File: src/rtl/gdq_pkg.sv
// ----------------------------------------------------------------------------
// gdq_pkg: shared types, constants and elaboration helpers
// Field widths, fixed-point constants, the sequencer state type and the
// constant functions that build the log interpolation table.
// ----------------------------------------------------------------------------
package gdq_pkg;

  localparam int SAMPLE_W = 32;
  localparam int VAR_W    = 32;
  localparam int PRIOR_W  = 16;
  localparam int SCORE_W  = 48;
  localparam int PRIOR_FB = 16;
  localparam int TAB_W    = 30;
  localparam int LN30_W   = 37;
  localparam int QUO_W    = 64;

  // ln(2) in Q30.
  localparam logic signed [LN30_W-1:0] LN2_Q30 = 37'sd744261118;

  typedef enum logic [3:0] {
    S_IDLE,
    S_DIFF,
    S_SQR,
    S_NORM,
    S_TAB_A,
    S_TAB_B,
    S_MUL,
    S_SUM,
    S_RND,
    S_ACC_LN,
    S_WAIT_DIV,
    S_ACC_Q,
    S_EMIT
  } state_t;

  // Restoring long division, evaluated only while building constants.
  function automatic logic [63:0] cdiv(input logic [63:0] num, input logic [63:0] den);
    logic [63:0] q;
    logic [64:0] r;
    q = '0;
    r = '0;
    for (int b = 63; b >= 0; b--) begin
      r = {r[63:0], num[b]};
      if (r >= {1'b0, den}) begin
        r    = r - {1'b0, den};
        q[b] = 1'b1;
      end
    end
    return q;
  endfunction

  // ln(1 + i/2^ltb) in Q30, as 2*atanh(i/(2^(ltb+1)+i)) by its series.
  function automatic logic [TAB_W-1:0] ln1p_entry(input int unsigned i, input int unsigned ltb);
    logic [63:0] den;
    logic [63:0] z;
    logic [63:0] z2;
    logic [63:0] term;
    logic [63:0] sum;
    den  = (64'd1 << (ltb + 1)) + 64'(i);
    z    = cdiv(64'(i) << 30, den);
    z2   = (z * z) >> 30;
    term = z;
    sum  = '0;
    for (int k = 0; k < 40; k++) begin
      if (term != 64'd0) begin
        sum  = sum + cdiv(term, 64'(2 * k + 1));
        term = (term * z2) >> 30;
      end
    end
    return TAB_W'(sum << 1);
  endfunction

endpackage

File: src/rtl/gdq_div.sv
// ----------------------------------------------------------------------------
// gdq_div: iterative unsigned divider
// Divides a 64-bit dividend by a 32-bit nonzero divisor, two quotient bits
// per cycle by restoring compare and subtract. The done flag holds until the
// next start.
// ----------------------------------------------------------------------------
module gdq_div (
  input  logic                       clk,
  input  logic                       rst_n,
  input  logic                       start,
  input  logic [gdq_pkg::QUO_W-1:0]  dividend,
  input  logic [gdq_pkg::VAR_W-1:0]  divisor,
  output logic                       done,
  output logic [gdq_pkg::QUO_W-1:0]  quotient
);
  import gdq_pkg::*;

  localparam int STEPS = QUO_W / 2;
  localparam int CW    = $clog2(STEPS);

  logic [VAR_W:0]   rem_r;
  logic [VAR_W:0]   rem_nxt;
  logic [QUO_W-1:0] quo_r;
  logic [QUO_W-1:0] quo_nxt;
  logic [VAR_W-1:0] dsr_r;
  logic [CW-1:0]    cnt_r;
  logic             busy_r;
  logic             done_r;

  // Two dependent restoring steps per cycle. The remainder stays below the
  // divisor, so its top bit is free before each shift.
  always_comb begin
    rem_nxt = rem_r;
    quo_nxt = quo_r;
    for (int j = 0; j < 2; j++) begin
      rem_nxt = {rem_nxt[VAR_W-1:0], quo_nxt[QUO_W-1]};
      quo_nxt = {quo_nxt[QUO_W-2:0], 1'b0};
      if (rem_nxt >= {1'b0, dsr_r}) begin
        rem_nxt    = rem_nxt - {1'b0, dsr_r};
        quo_nxt[0] = 1'b1;
      end
    end
  end

  always_ff @(posedge clk) begin
    if (!rst_n) begin
      busy_r <= 1'b0;
      done_r <= 1'b0;
      cnt_r  <= '0;
    end else if (start) begin
      busy_r <= 1'b1;
      done_r <= 1'b0;
      cnt_r  <= CW'(STEPS - 1);
    end else if (busy_r) begin
      cnt_r <= cnt_r - 1'b1;
      if (cnt_r == '0) begin
        busy_r <= 1'b0;
        done_r <= 1'b1;
      end
    end
  end

  always_ff @(posedge clk) begin
    if (start) begin
      rem_r <= '0;
      quo_r <= dividend;
      dsr_r <= divisor;
    end else if (busy_r) begin
      rem_r <= rem_nxt;
      quo_r <= quo_nxt;
    end
  end

  assign done     = done_r;
  assign quotient = quo_r;

endmodule

File: config.mk
export PLATFORM = sky130hd
export DESIGN_NAME = gdq_div
export DESIGN_NICKNAME = d
export VERILOG_FILES = /design/src/rtl/gdq_pkg.sv /design/src/rtl/gdq_div.sv
export SDC_FILE = /design/constraint.sdc
export NUM_CORES = 1
export LEC_CHECK = 0
export BUFFER_PORTS_ARGS = -buffer_cell sky130_fd_sc_hd__buf_2
export CAP_MARGIN = 10
export CORE_MARGIN = 4
export CORE_UTILIZATION = 57
export CTS_CLUSTER_SIZE = 8
export DETAILED_ROUTE_END_ITERATION = 8
export HOLD_SLACK_MARGIN = 0.15
export PLACE_DENSITY = 0.81
export SLEW_MARGIN = 25
export SYNTH_ARGS = -nofsm -noshare
export SYNTH_HDL_FRONTEND = slang
export SYNTH_SLANG_ARGS = --single-unit
File: constraint.sdc
create_clock -name clk -period 7.6 [get_ports clk]
set_input_delay 0.38 -clock clk [delete_from_list [all_inputs] [get_ports clk]]
set_output_delay 0.38 -clock clk [all_outputs]
set_load 0.03 [all_outputs]
After elaboration in Yosys (flattened, before gate mapping)
Index checks and enable logic that the tools add are counted.
{ "word_totals": {"out_inout_bits": 65, "inputBits": 99, "regBits": 135, "word_cells": 27} }
{ "op_classes": {"bitwise": 1, "n_lt_le_gt_ge": 2, "add_sub_neg": 3, "n_mux": 11, "reduce_logical": 4} }
{ "ops": {"columns": ["op", "count"], "rows": [
  ["$mux W64", 2],
  ["$ge A33 B32 Y1", 2],
  ["$mux W32", 2],
  ["$sub A32 B32 Y32", 2],
  ["$mux W5", 2],
  ["$logic_not A5 Y1", 1],
  ["$mux W1", 5],
  ["$sub A5 B1 Y5 const B", 1],
  ["$reduce_and A2 Y1", 1],
  ["$reduce_bool A2 Y1", 1],
  ["$reduce_or A2 Y1", 1],
  ["$not A1 Y1", 1]
]} }

Longest topological paths before layout
Gate-level depths: netlist of the first run.
{ "logic_depth": {"ltp_word": 6, "mapped_depth": 26, "mapped_depth_nobuf": 23} }

Worst setup path after synthesis of the first run
Ideal clock, no wire load.
{ "synth_path": {"path_kind": "register to register", "startpoint": "register dsr_r[11]", "endpoint": "register rem_r[24]", "setup_slack_ps": 1923, "n_path_buf": 3, "path_stages_with_launch": 24, "t_arrival_ps": 5557, "t_required_ps": 7480, "synth_period_minus_slack_ps": 5677, "setup_time_ps": 120, "cell_sequence": "edfxtp_1 inv_1 ha_1 clkbuf_1 o21ai_0 a21oi_1 o41ai_1 o22a_1 a31oi_1 a41oi_2 buf_2 mux2_2 ha_1 a21o_1 a211oi_2 nor2_1 o41a_1 or3_4 or4b_4 a22o_4 nor2_8 buf_6 nor3_1 a211o_1"} }
{ "synth_via": {"elab_chain_cells": 4, "word_cells_on_any_way": 6, "classes_between": "add/sub: 2; order compare: 2; mux: 2"} }
{ "synth_rtl": {"columns": ["element", "line_no", "source"], "rows": [
  ["start: declaration", "gdq_div.sv:25", "logic [VAR_W-1:0] dsr_r;"],
  ["start signal: assignment", "gdq_div.sv:67", "dsr_r <= divisor;"],
  ["$sub A32 B32 Y32 / $ge A33 B32 Y1 (equally long branches)", "gdq_div.sv:39, gdq_div.sv:38", null],
  ["$mux W32", "gdq_div.sv:38", "if (rem_nxt >= {1'b0, dsr_r}) begin"],
  ["$sub A32 B32 Y32 / $ge A33 B32 Y1 (equally long branches)", "gdq_div.sv:39, gdq_div.sv:38", null],
  ["$mux W32 (*)", "gdq_div.sv:38", null],
  ["end signal: assignment", "gdq_div.sv:69", "rem_r <= rem_nxt;"],
  ["end: declaration", "gdq_div.sv:21", "logic [VAR_W:0] rem_r;"]
]} }
Every way passes the cells marked *; elsewhere a longest branch is shown, timed or not.
A chain may end at the register's enable or synchronous reset.

Worst setup path after layout of the first run
{ "layout_path": {"startpoint": "register dsr_r[11]", "endpoint": "register rem_r[30]"} }
Same word-level chain as after synthesis.

==> results of run 1 <==
## timing repair
item	in CTS	in global routing
endpoints found under the hold margin	31	1
endpoints found under the setup margin	0	0
hold buffers	31	1
## sequential cells by signal, indices dropped and copies added, names as in the netlist
register / cells
dsr_r: 32
rem_r: 32
done: 1
cnt_r: 5
busy_r: 1
quotient: 64
## metal layers
metal  up-vias  global-route usage [%]
li1       3864                       -
met1      3785                   32.66
met2       318                   45.80
met3        42                   6.947
met4         0                   9.127
met5         -                       0
## per-stage QoR
stage,std cells,setup slack [ns]
after floorplan,941,1.923
final,1349,0.9163
after detailed placement,1284,1.029
after CTS,1347,0.9731
after global routing,1349,0.4518
after global placement,1284,1.197
## worst max path at each step
stage / start / endpoint
floorplan: dsr_r[11] / rem_r[24]
global placement: dsr_r[6] / rem_r[30]
detailed placement: dsr_r[6] / rem_r[30]
CTS: dsr_r[6] / rem_r[30]
global route: dsr_r[6] / rem_r[30]
finish: dsr_r[11] / rem_r[30]
## Yosys cell counts (15+ instances only)
library cell  count  share of area (%)
ha_1             66                9.0
edfxtp_1         96                 31
mux2i_1          18                2.0
o21ai_0          68                3.7
a21o_1           23                1.9
mux2_2           67                8.2
nand2_1          72                2.9
xor2_1           24                2.3
a211oi_1         24                2.0
xnor2_1          29                2.8
a21oi_1          56                3.0
nand3_1          15               0.81
clkbuf_1         33                1.3
inv_1            55                2.2
nor2_1           74                3.0
dfxtp_1          39                8.5
## kinds of logic after synthesis
group                    share of synthesized area, %
AO/OA/AOI/OAI                                   18.85
AND/OR/NAND/NOR                                 12.58
flip-flops                                      39.74
buffers and inverters                           4.262
multiplexers                                    10.14
adder cells (fa/ha/maj)                         9.392
XOR/XNOR                                        5.035
## final cells by class
cell class / count / area (µm²)
diodes: 1 / 2.502
clock buffers: 17 / 425.4
clock inverters: 15 / 141.4
fillers: 1253 / 4817
inverters: 55 / 206.4
multi-input cells: 709 / 5174
flip-flops and latches: 135 / 3665
well taps: 216 / 270.3
repair buffers: 201 / 1184
## power breakdown
| part | switching (mW) | internal, mW |
|---|---|---|
| logic | 1.03 | 0.696 |
| registers | 0.0586 | 0.890 |
| clock network | 0.350 | 0.457 |
==> impl_metrics.tcl, run 1 <==
set metrics [dict create \
    top_layer "met4" \
    period_minus_slack_ns 6.684 \
    fin_tns_setup_ns 0 \
    worstPathArrival_ns 6.99 \
    yosysWarnings 0 \
    fin_util_pct 69.68 \
    rows 46 \
    rsz0062_at_grt "no" \
    ys_ff_latch 135 \
    ant_nets 0 \
    crit_type "flop to flop" \
    synth_cell_type_count 70 \
    clockBufferDepth 2 \
    reg2reg_slack_ns 0.92 \
    gp_congestion 0.9080 \
    timing.rr.end "rem_r[30]" \
    synth_ff_type "edfxtp_1" \
    worstHoldStart "rst_n" \
    vias 8009 \
    drive_gt1_share_pct 25.00 \
    synth_cells 941 \
    max-vdd-ir-drop_mv 0.2885 \
    cts_root_buf "clkbuf_16" \
    drtIter0Drc 588 \
    whs_path_depth 2 \
    grt_pass1_vias 7969 \
    vias_per_cell 5.937 \
    r2r-start "dsr_r[11]" \
    drt-met1-wl_um 9703 \
    die_area_mm2 0.01827 \
    grt_pass1_wl_um 39030 \
    whs_ns 0.2429 \
    finalPower_mw 3.478 \
    path_max_fanout 33 \
    die_w_um 135.2 \
    start_util_pct 58.03 \
    p_per_area_mw_per_mm2 314.2 \
    critPathSlowestCell "nor2_8" \
    grt_overflow_total 0 \
    worstSkewPairLatency_ns 0.43 \
    port-buffer-count 163 \
    rr_worst_depth 21 \
    cp-start-kind "flop" \
    syn-num-nets 1108 \
    cts_tree "built" \
    dieHeight_um 135.2 \
    fin_crit_sh_pct 87.94 \
    whs_endpoint "cnt_r[0]" \
    layout_commonest_cell "buf_2" \
    final_cell_mix "buf_2 (162), edfxtp_1 (96), nor2_1 (74)" \
    antenna_found_initial 1 \
    report.final.setup_viol 0 \
    async_reset_ff_share_pct 0 \
    routed_wl_um 24120 \
    power_leakage_nw 4.814 \
    hpwl_um 17520 \
    fmax_mhz 149.6 \
    core_area_mm2 0.01589 \
    status "complete, no violations" \
    seq_area_frac_synth_pct 39.74 \
    post_cts_resized 0 \
    worst_slew_pin_slew_ns 0.8087 \
    clock_skew_ns 0.01243 \
    route.met2.wl_um 11900 \
    syn_area_per_cell_um2 9.797 \
    drcViolationCount 0 \
    clk_pin_slew_ns 0.06 \
    maxSlewViolCount 0 \
    path_buf_inv 2 \
    drt-pass1-iter-count 5 \
    hold_class "input pin to flop" \
    cp_cell_sequence "inv_1 -> ha_1 -> nand3_1 -> or3_1 -> nor2_1 -> nand3_1 -> a31oi_1 -> a41oi_4 -> buf_4 -> o21ai_0 -> ha_1 -> nor2b_1 -> o31a_1 -> o311ai_1 -> a21oi_1 -> or3_4 -> or4b_4 -> a22o_4 -> nor2_8 -> nor2_1 -> a2111oi_0" \
    cts_sinks 135 \
    grt_use_total_pct 26.67 \
    htreeDepth 4 \
    stdcell_area_mm2 0.01107 \
    fin_nets 1286 \
    crit_required_ns 7.91 \
    num_io_pins 164 \
    synth-edff-count 96 \
    cts_buffers 17 \
    place_area_mm2 0.01018 \
    timing.critical_path.max_delay_family "simple AND/OR/NAND/NOR gates" \
    hold_violations 0 \
    syn_to_final_growth_pct 20.06 \
    critPathMaxStageDelay_ns 0.54 \
    maxCapViolCount 0 \
    crit_path_end_kind "flop" \
    grt_max_degree 65 \
    postCtsSetupBuffers 0 \
    synth_area_mm2 0.009219 \
    slew-limit-headroom_pct 46.09 \
    cp.depth 21 \
    wl_per_cell_um 17.88 \
    routed-wl-met3_um 1960 \
]
Power figures use the tool's default switching activity.
==> run 2: changes to the inputs <==
Settings changed: CORE_UTILIZATION 57 to 59, CTS_BUF_LIST set to sky130_fd_sc_hd__clkbuf_2 sky130_fd_sc_hd__clkbuf_4 sky130_fd_sc_hd__clkbuf_8, CTS_CLUSTER_DIAMETER set to 80, PLACE_DENSITY 0.81 to 0.84.
==> run 2 against run 1 <==
Net effect:
- critical path depth is 1 higher
- non-clock buffer count unchanged
- global-route usage grew 0.47 points
- sequential power about the same
- count of clock-buffer cells in the layout stayed put
- via count is 0.17% lower
==> impl_metrics.tcl, run 2 (synthesis results as in run 1) <==
set metrics [dict create \
    status "complete, no violations" \
    drcViolationCount 0 \
    antenna_found_initial 0 \
    route.met2.wl_um 11570 \
    die_area_mm2 0.01769 \
    cts_tree "built" \
    power_leakage_nw 4.732 \
    grt_pass1_vias 8024 \
    drt-pass1-iter-count 5 \
    place_area_mm2 0.01017 \
    final_cell_mix "buf_2 (162), edfxtp_1 (96), nor2_1 (74)" \
    start_util_pct 60.42 \
    num_io_pins 164 \
    crit_type "flop to flop" \
    routed-wl-met3_um 1746 \
    drtIter0Drc 487 \
    pwr-share-comb_pct 52.9 \
    slew-limit-headroom_pct 33.10 \
    layout_commonest_cell "buf_2" \
    pwr-share-seq_pct 29.2 \
    cts_root_buf "clkbuf_8" \
    p_per_area_mw_per_mm2 299.6 \
    worst_slew_pin_slew_ns 1.004 \
    p_sw_mw 1.402 \
    crit_path_end_kind "flop" \
    intPower_mw 1.854 \
    fin_util_pct 71.22 \
    period_minus_slack_ns 6.758 \
    postCtsSetupBuffers 0 \
    routed_wl_um 24030 \
    grt_overflow_total 0 \
    die_w_um 133 \
    port-buffer-count 163 \
    cts_buffers 17 \
    cts_sinks 135 \
    cp-start-kind "flop" \
    hold_violations 0 \
    gp_congestion 0.9519 \
    switching_share_pct 43.06 \
    maxCapViolCount 0 \
    path_max_fanout 33 \
    worstPathArrival_ns 7.09 \
    power_frac_clock_pct 17.8 \
    dieHeight_um 133 \
    grt_pass1_wl_um 39360 \
    worstSkewPairLatency_ns 0.46 \
    maxSlewViolCount 0 \
    max-vdd-ir-drop_mv 0.2302 \
    grt_max_degree 86 \
    htreeDepth 4 \
    drive_gt1_share_pct 25.18 \
    fin_nets 1286 \
    post_cts_resized 0 \
    fin_tns_setup_ns 0 \
    grt_use_total_pct 27.14 \
    clock_skew_ns 0.02038 \
    hpwl_um 17340 \
    vias 7995 \
    stdcell_area_mm2 0.01087 \
    rsz0062_at_grt "no" \
    hold_class "input pin to flop" \
    rows 45 \
    antenna_cells 0 \
    vias_per_cell 5.953 \
    drt-met1-wl_um 10090 \
    crit_required_ns 7.93 \
    ant_nets 0 \
    top_layer "met4" \
    core_area_mm2 0.01526 \
    clockBufferDepth 2 \
    syn_to_final_growth_pct 17.87 \
    wl_per_cell_um 17.89 \
    report.final.setup_viol 0 \
    fin_crit_sh_pct 88.92 \
    clk_pin_slew_ns 0.09 \
    fmax_mhz 148.0 \
    largest_reg_flops 64 \
]
## run 2: changes by cell type in the layout (fill, tap and decap cells not counted)
cell and delta:
clkinv_1 -2, clkbuf_8 +17, inv_6 +2, clkinv_4 +1, diode_2 -1, inv_8 -2, clkinvlp_4 -1, clkbuf_16 -17
clkinv_2 +2
## run 2: critical path, stage by stage, from the launching register on
cell and delay (ns):
edfxtp_1 0.37, inv_1 0.08, ha_1 0.31, o21ai_0 0.19
a21oi_1 0.06, o41ai_1 0.57, o22a_1 0.23, a31oi_1 0.20
a41oi_4 0.64, buf_4 0.32, nand2_1 0.07, o21ai_0 0.18
ha_1 0.34, nor2b_1 0.15, o31a_1 0.28, o311ai_1 0.31
a21oi_1 0.11, or3_4 0.43, or4b_4 0.50, a22o_4 0.32
nor2_8 0.52, nor2_1 0.07, a2111oi_0 0.39
## run 2: through the flow
| step | total power, mW | hold slack (ns) | setup slack [ns] | cells |
|---|---|---|---|---|
| finish | 3.256 | 0.2193 | 0.8420 | 1343 |
| global route | 3.472 | 0.1979 | 0.2586 | 1343 |
| CTS | 3.234 | 0.1948 | 0.8396 | 1343 |
| detailed placement | 2.632 | 0.4991 | 0.8953 | 1279 |
| global placement | 2.599 | 0.4849 | 1.103 | 1279 |
| floorplan | 2.274 | 0.4584 | 1.923 | 941 |
## run 2: final timing paths
path	to	cells after the start	start	slack [ns]
setup / recovery	rem_r[30]	22	dsr_r[11]	0.84
hold / removal	quotient[13]	2	dividend[13]	0.22
setup reg to reg	rem_r[30]	22	dsr_r[11]	0.84
hold reg to reg	rem_r[9]	2	rem_r[9]	0.51
## run 2: area by class of cell
| type | instances | area (µm²) |
|---|---|---|
| multi-input combinational | 709 | 5174 |
| fill | 1133 | 4392 |
| sequential | 135 | 3665 |
| timing repair buffer | 201 | 1184 |
| tap | 211 | 264.0 |
| clock buffer | 17 | 234.0 |
| inverter | 55 | 206.4 |
| clock inverter | 15 | 140.1 |
## run 2: timing repair
item / 4_1_cts / 5_1_grt
hold buffers: 32 / 0
endpoints found under the setup margin: 0 / 0
hold endpoints to repair: 32 / 0
## run 2: power by group through the flow
stage,combinational [mW],clock (mW),sequential (mW)
4_1_cts,1.70,0.588,0.950
5_1_grt,1.89,0.625,0.961
2_1_floorplan,1.25,0,1.03
3_3_place_gp,1.64,0,0.962
6_report,1.72,0.581,0.951
3_5_place_dp,1.67,0,0.963
## run 2: per-layer routing
layer / up-vias / track usage (%)
li1: 3860 / -
met1: 3741 / 33.84
met2: 338 / 46.02
met3: 56 / 6.502
met4: 0 / 9.642
met5: - / 0
==> run 3: changes to the inputs <==
Settings changed: CORE_UTILIZATION 59 to 60, PLACE_DENSITY 0.84 to 0.85.
Clock period 7.6 ns to 8.1 ns, I/O delays scaled along.
==> run 3 against run 2 <==
Net effect:
- design area about the same
- sequential cell count unchanged
- first-iteration DRC count increased by 20%
- setup slack improved by 0.24 ns
- count of clock-buffer cells in the layout unchanged
- sequential power decreased by 6.0%
- highest routed layer unchanged
==> impl_metrics.tcl, run 3 (synthesis results as in run 1) <==
set metrics [dict create \
    maxCapViolCount 0 \
    place_area_mm2 0.01014 \
    hpwl_um 17180 \
    period_minus_slack_ns 7.021 \
    switching_share_pct 41.97 \
    worstPathArrival_ns 7.34 \
    drcViolationCount 0 \
    drt-met1-wl_um 9626 \
    routed-wl-met3_um 1774 \
    crit_path_end_kind "flop" \
    rr_worst_depth 21 \
    port-buffer-count 163 \
    fin_crit_sh_pct 86.68 \
    instances_no_fill 1318 \
    worstSkewPairLatency_ns 0.45 \
    postCtsSetupBuffers 0 \
    worst_slew_pin_slew_ns 0.9345 \
    htreeDepth 4 \
    clockBufferDepth 2 \
    cts_buffers 17 \
    top_layer "met4" \
    route.met2.wl_um 11750 \
    wl_per_cell_um 18.01 \
    max-vdd-ir-drop_mv 0.1748 \
    timing.rr.end "rem_r[30]" \
    slew-limit-headroom_pct 37.70 \
    whs_endpoint "cnt_r[1]" \
    antenna_cells 0 \
    critical_path.startpoint "dsr_r[11]" \
    crit_type "flop to flop" \
    path_buf_inv 2 \
    timing.critical_path.max_delay_family "compound AO/OA/AOI/OAI gates" \
    dpl_worst_slack_ns 1.173 \
    placed_cells 1256 \
    grt_max_degree 75 \
    num_io_pins 164 \
    drtIter0Drc 582 \
    fin_ws_ns 1.079 \
    cts_sinks 135 \
    grt_pass1_vias 8045 \
    p_sw_mw 1.298 \
    grt_use_total_pct 26.73 \
    dieHeight_um 132.0 \
    rsz0062_at_grt "no" \
    layout_commonest_cell "buf_2" \
    critPathSlowestCell "a41oi_4" \
    power_frac_clock_pct 19.1 \
    reg2reg_slack_ns 1.08 \
    cp_cell_sequence "inv_1 -> ha_1 -> o21ai_0 -> a21oi_1 -> o41ai_1 -> o22a_1 -> a31oi_1 -> a41oi_4 -> buf_4 -> mux2_2 -> ha_1 -> a21o_1 -> a211oi_2 -> nor2_1 -> o41a_1 -> or3_4 -> or4b_4 -> a22o_4 -> nor2_8 -> nor2_1 -> a2111oi_0" \
    cts_tree "built" \
    vias_per_cell 6.120 \
    gp_congestion 0.9043 \
    worstHoldStart "rst_n" \
    drt-pass1-iter-count 8 \
    report.final.setup_viol 0 \
    power_leakage_nw 4.745 \
    path_max_fanout 33 \
    routed_wl_um 23730 \
    syn_to_final_growth_pct 17.93 \
    fmax_mhz 142.4 \
    largest_reg_flops 64 \
    start_util_pct 60.87 \
    fin_nets 1286 \
    finalPower_mw 3.093 \
    whs_ns 0.2438 \
    cp-start-kind "flop" \
    clk_pin_slew_ns 0.09 \
    pwr-share-comb_pct 52.0 \
    die_area_mm2 0.01741 \
    hold_buffers 32 \
    intPower_mw 1.795 \
    ant_nets 0 \
    core_area_mm2 0.01515 \
    status "complete, no violations" \
    post_cts_resized 0 \
    clock_skew_ns 0.01347 \
    cts_root_buf "clkbuf_8" \
    rows 45 \
    antenna_found_initial 0 \
    fin_tns_setup_ns 0 \
    whs_path_depth 2 \
    crit_required_ns 8.42 \
    hold_violations 0 \
    r2r-start "dsr_r[11]" \
    die_w_um 132.0 \
    drive_gt1_share_pct 25.13 \
    grt_pass1_wl_um 38200 \
    pwr-share-seq_pct 28.9 \
    final_cell_mix "buf_2 (162), edfxtp_1 (96), nor2_1 (74)" \
    p_per_area_mw_per_mm2 284.5 \
    grt_overflow_total 0 \
    vias 8066 \
    stdcell_area_mm2 0.01087 \
    maxSlewViolCount 0 \
    critPathMaxStageDelay_ns 0.78 \
    fin_util_pct 71.78 \
    hold_class "input pin to flop" \
]
-- run 3: cell types whose count changed in the layout (fill, tap and decap cells not counted), sizes merged --
| cell | previous run | this run |
|---|---|---|
| bufinv | 1 | 3 |
| inv | 62 | 58 |
-- run 3: power by group through the flow --
stage | combinational [mW] | sequential (mW) | clock, mW
after global placement | 1.53 | 0.903 | 0
after CTS | 1.58 | 0.893 | 0.597
after detailed placement | 1.56 | 0.905 | 0
final | 1.61 | 0.894 | 0.592
after floorplan | 1.17 | 0.962 | 0
after global routing | 1.76 | 0.903 | 0.630
-- run 3: layout make-up --
class / count / area, µm²
clock inverter: 13 / 173.9
fill: 1088 / 4274
timing repair buffer: 201 / 1184
sequential: 135 / 3665
multi-input combinational: 709 / 5174
tap: 188 / 235.2
inverter: 55 / 206.4
clock buffer: 17 / 234.0
-- run 3: how the worst max path moves through the flow --
stage | endpoint | cells past startpoint
after floorplan | rem_r[24] | 23
after CTS | rem_r[30] | 21
final | rem_r[30] | 21
after global placement | rem_r[30] | 21
after global routing | rem_r[30] | 21
after detailed placement | rem_r[30] | 21
-- run 3: worst register-to-register path, cell delays in order, from the launching register on --
cell and delay, ns:
edfxtp_1 0.37, inv_1 0.09, ha_1 0.30, o21ai_0 0.19, a21oi_1 0.07, o41ai_1 0.55, o22a_1 0.24, a31oi_1 0.19
a41oi_4 0.78, buf_4 0.29, mux2_2 0.35, ha_1 0.35, a21o_1 0.23, a211oi_2 0.21, nor2_1 0.08, o41a_1 0.36
or3_4 0.38, or4b_4 0.50, a22o_4 0.32, nor2_8 0.54, nor2_1 0.07, a2111oi_0 0.43
-- run 3: routing by layer --
| layer | GRT usage (%) | vias to the layer above |
|---|---|---|
| met5 | 0 | - |
| met4 | 9.860 | 0 |
| met3 | 7.214 | 55 |
| li1 | - | 3857 |
| met2 | 46.66 | 345 |
| met1 | 31.57 | 3809 |
